==> src/rtl/core/bcpe_pow_stage.sv <==
`timescale 1ns / 1ps
`default_nettype none
// ----------------------------------------------------------------------------
// Bezier power stage
// One pipeline stage of the power ladder: forms p^POW_IDX = round(p^(POW_IDX-1)
// * p) for both u and 1-u and carries the other powers along.
// ----------------------------------------------------------------------------
module bcpe_pow_stage #(
  parameter int UW      = 17,
  parameter int F       = 16,
  parameter int NPTS    = 7,
  parameter int POW_IDX = 2
) (
  input  logic          clk,
  input  logic          en,
  input  logic [UW-1:0] up_in  [NPTS],
  input  logic [UW-1:0] vp_in  [NPTS],
  output logic [UW-1:0] up_out [NPTS],
  output logic [UW-1:0] vp_out [NPTS]
);
  localparam logic [2*UW-1:0] HALF = (2*UW)'(1) << (F - 1);

  logic [UW-1:0]   up_r   [NPTS];
  logic [UW-1:0]   vp_r   [NPTS];
  logic [UW-1:0]   up_nxt [NPTS];
  logic [UW-1:0]   vp_nxt [NPTS];
  logic [2*UW-1:0] u_prod;
  logic [2*UW-1:0] v_prod;

  always_comb begin
    u_prod = (2*UW)'(up_in[POW_IDX-1]) * (2*UW)'(up_in[1]) + HALF;
    v_prod = (2*UW)'(vp_in[POW_IDX-1]) * (2*UW)'(vp_in[1]) + HALF;
    for (int k = 0; k < NPTS; k++) begin
      up_nxt[k] = up_in[k];
      vp_nxt[k] = vp_in[k];
    end
    up_nxt[POW_IDX] = u_prod[F +: UW];
    vp_nxt[POW_IDX] = v_prod[F +: UW];
  end

  always_ff @(posedge clk) begin
    if (en) begin
      up_r <= up_nxt;
      vp_r <= vp_nxt;
    end
  end

  assign up_out = up_r;
  assign vp_out = vp_r;

endmodule
`default_nettype wire

==> config.mk <==
export PLATFORM = sky130hd
export DESIGN_NAME = bcpe_pow_stage
export DESIGN_NICKNAME = d
export VERILOG_FILES = /design/src/rtl/core/bcpe_pow_stage.sv
export SDC_FILE = /design/constraint.sdc
export NUM_CORES = 1
export LEC_CHECK = 0
export ABC_CLOCK_PERIOD_IN_PS = 7800
export BUFFER_PORTS_ARGS = -buffer_cell sky130_fd_sc_hd__buf_4
export CORE_ASPECT_RATIO = 0.6
export CORE_MARGIN = 2
export CORE_UTILIZATION = 25
export DETAILED_ROUTE_END_ITERATION = 10
export SYNTH_ARGS = -nofsm -noshare
export SYNTH_HDL_FRONTEND = slang
export SYNTH_SLANG_ARGS = --single-unit
==> constraint.sdc <==
create_clock -name clk -period 7.8 [get_ports clk]
set_input_delay 1.17 -clock clk [delete_from_list [all_inputs] [get_ports clk]]
set_output_delay 1.17 -clock clk [all_outputs]
set_load 0.02 [all_outputs]
Word level (Yosys, flattened, before mapping)
Cells that the tools add are included.

operators by class
  $add $sub $neg = 2
  multiply operators = 2

operator list
  kind                      count
  $add A33 B16 Y33 const B  2
  $mul A17 B17 Y33          2

storage, ports and cells
  register bits = 238
  input port bits = 240
  output and inout port bits = 238
  logic and storage cells = 18

Depth between registers and ports, before layout
Gate-level depths: netlist of run 1.

  word-level depth = 2
  gate-level depth with buffers = 22
  mapped depth without buffers = 22

Worst setup path after synthesis of run 1
No wires, ideal clock.

  path kind = in2reg
  from = in vp_in[99] (netlist name)
  to = reg vp_r (netlist bit vp_out[75]), data pin
  library setup time = 0.267 ns
  data arrival time = 6.407 ns
  required time = 7.533 ns
  slack = 1.126 ns
  stages on the path = 20
  path buffers = 2
  path through = clkbuf_1 -> clkbuf_1 -> nand2_1 -> fa_1 -> fa_1 -> fa_1 -> inv_1 -> fa_1 -> fa_1 -> inv_1 -> fa_1 -> inv_1 -> ha_1 -> and3_1 -> a31oi_1 -> o21ai_0 -> a221o_1 -> o21ai_0 -> nand2_1 -> xor2_1

on the way
  word-level cells in the longest chain between the ends = 2

RTL lines
  element               line  RTL
  start, declared       17    input logic [UW-1:0] vp_in [NPTS],
  $mul A17 B17 Y33      32    v_prod = (2*UW)'(vp_in[POW_IDX-1]) * (2*UW)'(vp_in[1]) + HALF;
  $add A33 B16 Y33      32
  net v_prod[23]        28    logic [2*UW-1:0] v_prod;
  end signal, assigned  44    vp_r <= vp_nxt;
  end, declared         24    logic [UW-1:0] vp_r [NPTS];

The timed path passes the listed nets, and every way through them passes these cells.
A chain may end at the register's enable or synchronous reset.

Worst setup path after layout of run 1
  from = in vp_in[96] (netlist name)
  to = reg vp_r (netlist bit vp_out[75]), data pin

Same word-level chain as after synthesis.

==> metrics.csv, run 1 <==
stage,metric,value,unit
floorplan,pin_count,478,
yosys,synthTopCellsByArea,"fa_1 33%, edfxtp_1 31%, ha_1 12%, inv_1 8.7%, and2_1 3.7%",
yosys,synth_cells,2016,
place,place_congestion,0.861,
clock_network,cts_buffer_depth,3,
finish,nets,3294,
yosys,synth_edf_count,238,
yosys,synth_fp_nets,2864,
grt,grt_pass1_vias,15200,
timing,rsz0062_at_grt,false,
yosys,syn_area,23200,sq um
timing,timing_max_transition_violations_final,0,
grt,grt_overflow_total,0,
grt,antenna_found_initial,2,
detailed_routing,routed_wl,57.8,mm
yosys,synthArstFlopShare,0,%
yosys,ys.flop_type,edfxtp_1,
setup_path,cp-end-kind,flop,
power,max-vdd-ir-drop,0.000572,V
finish,n_fill_cell,9392,
floorplan,rows,86,
detailed_routing,drtIter0Drc,1042,
detailed_routing,wl_per_cell,15.6,microns
clock_network,postCtsSetupBuffers,0,
grt,grt_pass1_wl,89.8,mm
yosys,ys_seq_elements,238,
setup_path,start_kind,input pin,
run,drv_cap,0,
power,power.density,473,nW/um^2
floorplan,start_util,25.3,%
timing,worst_pin_slew,862,ps
detailed_routing,post_drt_via_cell_ratio,4.07,
run_status,status,"finished, final reports clean",
setup_path,crit_type,input pin to flop,
finish,final_cells,3697,
setup_path,worst_ep_arrival_time,7130,ps
finish,syn_to_final_growth,23.8,%
place,portBuffers,443,
yosys,ys_warn_count,0,
clock_network,cts_sinks,238,
timing,fmax,147,MHz
detailed_routing,antenna_left,0,
detailed_routing,via_count,15100,
clock_network,cts_tree,yes,
timing,fin_crit_sh,87.5,%
yosys,ys_types,51,
finish,multi_input_area,13900,sq um
detailed_routing,drcViolationCount,0,
detailed_routing,drtPass1Iterations,5,
timing,hold_viol,0,
place,dp_hpwl,46.3,mm
clock_network,holdBufCountCts,0,
timing,slew_headroom,42.5,%
clock_network,htreeDepth,1,
grt,track_usage,12.0,%
place,dp.cells,3652,
setup_path,cp_data_required_time,8110,ps
hold_path,worstHoldPathType,input pin to flop,
finish,register_area,7150,sq um
power,p_leak,14.2,nW
floorplan,coreArea,92000,sq um
clock_network,postCtsResizedCells,0,
yosys,yosysTopAreaCellShare,33.2,%
timing,period_minus_slack,6820,ps
floorplan,die_x,398,microns
yosys,yosysSeqAreaShare,30.7,%
floorplan,die-area,95500,sq um
yosys,yosysMostFrequentCell,inv_1,
power,power,13.6,mW
setup_path,worst-path-max-fanout,16,
grt,grt_start_max_net_pins,132,
floorplan,fp.dieH,240,microns
clock_network,cts_root_buf,clkbuf_16,
yosys,ys_top_cells_by_count,"541 x inv_1, 386 x fa_1, 238 x edfxtp_1, 222 x ha_1, 154 x nand2_1",
clock_network,cts_inserted_buffers,24,
timing,timing.hold.ws,761,ps
timing,setup_tns,0,ps
yosys,synth_top_area_cell,fa_1,
finish,drive_above_1_share,20.0,%
yosys,syn_avg_cell_area,11.5,sq um
clock_network,path_clk_slew,70,ps
timing,setup_viol,0,
[cell type report]
cell class / count / share of cell area (%)
multi-input combinational: 1193 / 48.3
sequential: 238 / 24.8
timing repair buffer: 448 / 11.8
inverter: 541 / 7.06
tap: 1232 / 5.36
clock buffer: 29 / 2.15
clock inverter: 15 / 0.491
antenna: 1 / 0.00870
[cells by family after synthesis]
| family | Yosys count | share of synthesized area [%] |
|---|---|---|
| xor+xnor | 55 | 2.07 |
| flops | 238 | 30.7 |
| buf+inv | 585 | 9.45 |
| simple gates | 379 | 8.20 |
| compound gates | 147 | 4.16 |
| fa+ha+maj | 608 | 45.2 |
| mux | 4 | 0.188 |
[power by group]
group / switching, mW / internal, mW
clock: 0.539 / 0.637
sequential: 0.0506 / 2.01
combinational: 6.21 / 4.15
total: 6.80 / 6.80
[registers in the layout, summed over array words and instances (netlist names)]
name,cells
up_out,119
vp_out,119
[placed cells by master, fill, tap and decap left out, types with 5 or more instances in the layout]
master and count:
clkbuf_1 5, nor2_1 31, o21ai_0 25, nand3_1 10, a21oi_1 41, fa_1 386
xor2_1 21, nor3_1 6, clkinv_1 7, or2_2 5, and3_1 9, a31oi_1 9
nor2b_1 8, nand2_1 154, ha_1 222, o211ai_1 5, inv_1 541, a211oi_1 8
clkbuf_16 24, xnor2_1 34, nand4_1 8, edfxtp_1 238, a21o_1 31, buf_4 446
and2_1 136
[critical path: stages]
cell and delay (ps):
buf_4 210, inv_1 290, nor2_1 130, fa_1 520
inv_1 60, fa_1 440, fa_1 550, inv_1 60
fa_1 500, fa_1 500, inv_1 50, fa_1 470
inv_1 40, ha_1 370, and3_1 240, a31oi_1 150
o21ai_0 260, a221o_1 420, o21ai_0 410, nand2_1 130
xor2_1 150
[per-stage QoR]
step / area (sq um) / setup WS, ps / util, %
floorplan: 23200 / 1130 / -
detailed placement: 28000 / 563 / 30.4
CTS: 28800 / 1190 / 31.3
finish: 28800 / 976 / 31.3
global route: 28800 / 827 / 31.3
global placement: 28000 / 630 / 30.4
[layer usage]
layer  global-route usage (%)  wire, microns  part of all wire [%]  vias to the layer above
li1                         -              -                     -                     7116
met1                     19.3          28900                    50                     7522
met2                     16.6          23900                    41                      380
met3                     2.10           4070                   7.0                       45
met4                     2.16            854                   1.5                        2
met5                        0             18                 0.031                        -
[path summary, 6_finish.rpt]
| path | from | endpoint | cells past startpoint |
|---|---|---|---|
| worst max-delay path | vp_in[96] | vp_out[75] | 21 |
| worst min-delay path | up_in[7] | up_out[7] | 1 |
Note: power is estimated with default switching activity, not from simulation.
==> run 2: changes to the inputs <==
==> constraint.sdc (replaced) <==
create_clock -name clk -period 7.8 [get_ports clk]
set_input_delay 0.78 -clock clk [delete_from_list [all_inputs] [get_ports clk]]
set_output_delay 0.78 -clock clk [all_outputs]
set_load 0.02 [all_outputs]
==> run 2 against run 1 <==
- highest routed layer is now met4
- first-iteration DRC count is 9.0% lower
- combinational power hardly changed
- via count is 0.13% lower
- critical path depth is 1 higher
- die area stayed put
- design area hardly changed
- non-clock buffer count is 3 lower
==> metrics.csv, run 2 (synthesis results as in run 1) <==
stage,metric,value,unit
clock_network,holdBufCountCts,0,
place,place_ws,811,ps
floorplan,start_util,25.3,%
timing,worst_pin_slew,1010,ps
power,power.density,470,nW/um^2
finish,design_area,28800,sq um
hold_path,holdPathStages,1,
timing,timing_max_transition_violations_final,0,
finish,n_fill_cell,9435,
clock_network,cts_inserted_buffers,25,
clock_network,cts_sinks,238,
timing,slew_headroom,32.4,%
clock_network,postCtsSetupBuffers,0,
finish,syn_to_final_growth,23.7,%
setup_path,start_kind,input pin,
timing,fin_crit_sh,82.2,%
detailed_routing,antenna_left,0,
detailed_routing,drtIter0Drc,948,
grt,grt_overflow_total,0,
run_status,status,"finished, final reports clean",
grt,track_usage,12.1,%
setup_path,cp_data_required_time,8130,ps
floorplan,die_x,398,microns
power,pwr-share-clk,8.7,%
floorplan,rows,86,
timing,fmax,156,MHz
detailed_routing,wl_per_cell,15.8,microns
timing,setup_viol,0,
grt,grt_pass1_vias,15500,
timing,setup_tns,0,ps
detailed_routing,routed_wl,58.3,mm
clock_network,path_clk_slew,70,ps
finish,layout_common_cells,"541 x inv_1, 444 x buf_4, 386 x fa_1, 238 x edfxtp_1, 222 x ha_1",
power,seqPwrFrac,15.2,%
clock_network,cts_buffer_depth,3,
power,power.switching,6.80,mW
grt,antenna_found_initial,1,
power,sw_frac_of_total,50.2,%
power,p_leak,14.2,nW
grt,grt_start_max_net_pins,101,
timing,period_minus_slack,6420,ps
clock_network,cts_root_buf,clkbuf_16,
floorplan,die-area,95500,sq um
place,dp_hpwl,46.8,mm
place,place_congestion,0.865,
power,p_int,6.73,mW
finish,drive_above_1_share,20.1,%
timing,hold_viol,0,
finish,nets,3292,
setup_path,worst_ep_arrival_time,6740,ps
finish,register_area,7150,sq um
clock_network,htreeDepth,1,
finish,mostFrequentLayoutCell,inv_1,
place,placed_area,28000,sq um
setup_path,crit_type,input pin to flop,
power,max-vdd-ir-drop,0.000672,V
floorplan,fp.dieH,240,microns
grt,grt_pass1_wl,90.4,mm
timing,worst_slack,1380,ps
detailed_routing,via_count,15000,
finish,fin_util,31.3,%
floorplan,coreArea,92000,sq um
clock_network,postCtsResizedCells,0,
floorplan,pin_count,478,
setup_path,cp-end-kind,flop,
timing,rsz0062_at_grt,false,
run,drv_cap,0,
place,portBuffers,443,
detailed_routing,drtPass1Iterations,5,
setup_path,worst-path-max-fanout,14,
clock_network,cts_tree,yes,
hold_path,worstHoldPathType,input pin to flop,
finish,multi_input_area,13900,sq um
detailed_routing,drcViolationCount,0,
power,power_frac_comb,76.1,%
detailed_routing,post_drt_via_cell_ratio,4.07,
-- run 2: changes by cell type in the layout (fill, tap and decap cells not counted), sizes merged --
| cell | delta |
|---|---|
| buf | -3 |
| bufinv | -1 |
| clkinv | +3 |
| diode | +1 |
-- run 2: through the flow --
stage	hold slack, ps	std cells	power, mW
global route	318	3696	15.0
detailed placement	959	3649	12.2
floorplan	879	2016	9.40
global placement	958	3649	12.1
finish	368	3697	13.5
CTS	310	3695	13.5
-- run 2: power by group through the flow --
stage	Sequential, mW	Clock [mW]	Combinational, mW
4_1_cts	2.06	1.23	10.2
6_report	2.06	1.18	10.3
3_5_place_dp	2.09	0	10.1
3_3_place_gp	2.08	0	9.98
2_1_floorplan	2.31	0	7.09
5_1_grt	2.08	1.27	11.6
-- run 2: final timing paths --
kind / from / endpoint
worst max-delay path: up_in[96] / up_out[84]
worst min-delay path: up_in[116] / up_out[116]
-- run 2: critical path, cell delays in order --
cell      delay [ps]
buf_4            250
inv_1            240
nor2_1           460
inv_1            130
fa_1             430
inv_1             80
fa_1             410
inv_1             90
fa_1             390
inv_1             80
fa_1             430
fa_1             540
inv_1             70
fa_1             480
inv_1             40
ha_1             290
a21oi_1          360
o21ai_0          160
nor3_1           250
o21ai_1          320
a221oi_2         350
xnor2_1          100
-- run 2: final cells by class --
| type | instances | share of cell area [%] |
|---|---|---|
| antenna | 2 | 0.0174 |
| clock inverter | 17 | 0.500 |
| clock buffer | 29 | 2.23 |
| tap | 1232 | 5.36 |
| timing repair buffer | 445 | 11.6 |
| sequential | 238 | 24.8 |
| inverter | 541 | 7.06 |
| multi-input combinational | 1193 | 48.3 |
-- run 2: layer usage --
metal	track usage (%)	share of wire, %	vias to the layer above
met5	0	0	-
met4	1.87	1.4	0
met3	2.07	6.3	42
met2	17.3	43	351
met1	19.0	50	7538
li1	-	-	7115
==> run 3: changes to the inputs <==
--- a/config.mk
+++ b/config.mk
@@ -5,7 +5,7 @@
 export SDC_FILE = /design/constraint.sdc
 export NUM_CORES = 1
 export LEC_CHECK = 0
-export ABC_CLOCK_PERIOD_IN_PS = 7800
+export ABC_CLOCK_PERIOD_IN_PS = 6200
 export BUFFER_PORTS_ARGS = -buffer_cell sky130_fd_sc_hd__buf_4
 export CORE_ASPECT_RATIO = 0.6
 export CORE_MARGIN = 2
==> constraint.sdc (replaced) <==
create_clock -name clk -period 6.2 [get_ports clk]
set_input_delay 0.62 -clock clk [delete_from_list [all_inputs] [get_ports clk]]
set_output_delay 0.62 -clock clk [all_outputs]
set_load 0.02 [all_outputs]
==> run 3 against run 2 <==
- flip-flop and latch count unchanged
- cell count rose by 5.0%
- setup slack worse by 1200 ps
- utilization increased by 1.7 points
==> metrics.csv, run 3 (synthesis results as in run 1) <==
stage,metric,value,unit
run_status,status,"finished, final reports clean",
setup_path,cp-end-kind,flop,
detailed_routing,post_drt_via_cell_ratio,4.06,
setup_path,cp_common_cell,fa_1,
detailed_routing,wl_per_cell,15.9,microns
grt,grt_pass1_wl,94.6,mm
detailed_routing,drtIter0Drc,958,
hold_path,worstHoldStart,vp_in[11],
clock_network,cts_root_buf,clkbuf_16,
hold_path,worstHoldPathType,input pin to flop,
timing,fmax,166,MHz
clock_network,cts_sinks,238,
finish,mostFrequentLayoutCell,buf_4,
timing,period_minus_slack,6040,ps
grt,grt_pass1_vias,16000,
clock_network,path_clk_slew,70,ps
floorplan,start_util,25.3,%
finish,syn_to_final_growth,30.4,%
setup_path,cp_slowest_stage_delay,550,ps
grt,grt_overflow_total,0,
detailed_routing,routed_wl,61.7,mm
floorplan,fp.dieH,240,microns
timing,slew_headroom,49.0,%
finish,nets,3479,
finish,drive_above_1_share,25.8,%
grt,grt_start_max_net_pins,118,
setup_path,crit_slowest_cell,fa_1,
finish,final_cells,3882,
detailed_routing,drtPass1Iterations,5,
timing,setup_viol,0,
grt,track_usage,12.7,%
detailed_routing,antenna_left,0,
place,dp_hpwl,52.5,mm
clock_network,holdBufCountCts,0,
grt,antenna_found_initial,2,
setup_path,crit_type,input pin to flop,
setup_path,worst-path-max-fanout,9,
clock_network,cts_buffer_depth,3,
timing,hold_viol,0,
clock_network,cts_inserted_buffers,25,
timing,setup_tns,0,ps
hold_path,worstHoldEndpoint,vp_out[11],
clock_network,cts_tree,yes,
setup_path,worst_ep_arrival_time,6370,ps
detailed_routing,via_count,15800,
floorplan,rows,86,
setup_path,cp_data_required_time,6530,ps
clock_network,htreeDepth,1,
run,drv_cap,0,
hold_path,holdPathStages,1,
place,portBuffers,443,
setup_path,cp_cell_sequence,buf_4 -> buf_4 -> nand2_1 -> inv_1 -> fa_1 -> inv_1 -> fa_1 -> fa_1 -> inv_1 -> fa_1 -> fa_1 -> inv_1 -> fa_1 -> inv_1 -> ha_1 -> a21oi_1 -> o21ai_0 -> a21oi_1 -> o41a_1 -> a311oi_2 -> xor2_1,
setup_path,start_kind,input pin,
floorplan,coreArea,92000,sq um
timing,worst_pin_slew,757,ps
timing,timing_max_transition_violations_final,0,
floorplan,die-area,95500,sq um
detailed_routing,drcViolationCount,0,
timing,fin_crit_sh,97.4,%
finish,layout_common_cells,"626 x buf_4, 541 x inv_1, 386 x fa_1, 238 x edfxtp_1, 222 x ha_1",
setup_path,critPathBufInv,7,
place,dp.cells,3836,
floorplan,pin_count,478,
setup_path,crit_family,adder cells,
timing,rsz0062_at_grt,false,
place,place_congestion,0.871,
floorplan,die_x,398,microns
## run 3: changes by cell type in the layout (fill, tap and decap cells not counted), moves of 3 or more
cell	before	now
clkinv_2	8	3
bufinv_16	1	4
buf_4	444	626
buf_12	0	5
## run 3: routing by layer
layer	track usage, %	wire, microns	up-vias
met2	16.9	25100	357
met3	2.53	4120	33
met1	21.0	31700	7886
li1	-	-	7485
met4	1.80	771	0
met5	0	0	-
## run 3: cell type report
| type | instances | area (sq um) |
|---|---|---|
| Antenna cell | 2 | 5.00 |
| Clock inverter | 16 | 214 |
| Inverter | 541 | 2030 |
| Clock buffer | 28 | 637 |
| Sequential cell | 238 | 7150 |
| Tap cell | 1232 | 1540 |
| Fill cell | 9287 | 61700 |
| Timing Repair Buffer | 632 | 4810 |
| Multi-Input combinational cell | 1193 | 13900 |
## run 3: worst max-delay path by stage
stage | depth (start not counted) | endpoint | start
floorplan | 20 | vp_out[75] | vp_in[99]
global placement | 23 | up_out[84] | up_in[89]
detailed placement | 23 | up_out[84] | up_in[89]
CTS | 23 | up_out[84] | up_in[89]
global route | 21 | up_out[83] | up_in[89]
finish | 21 | up_out[83] | up_in[89]
## run 3: through the flow
stage / cell area [sq um] / util [%] / setup slack (ps) / hold WS (ps)
floorplan: 23200 / - / 75.6 / 719
global placement: 29400 / 32.0 / -631 / 798
detailed placement: 29400 / 32.0 / -598 / 799
CTS: 30300 / 32.9 / 49.2 / 149
global route: 30300 / 32.9 / 0.415 / 157
finish: 30300 / 32.9 / 160 / 210
## run 3: what timing repair did
| action | in CTS | in global routing |
|---|---|---|
| buffers inserted | 0 | 0 |
| setup endpoints to repair | 0 | 5 |
| gates resized for setup | 0 | 3 |
Power of run 3 is left out: the tool's default activity adds up to more than one toggle a clock period on the data nets, which glitch-free logic cannot reach.
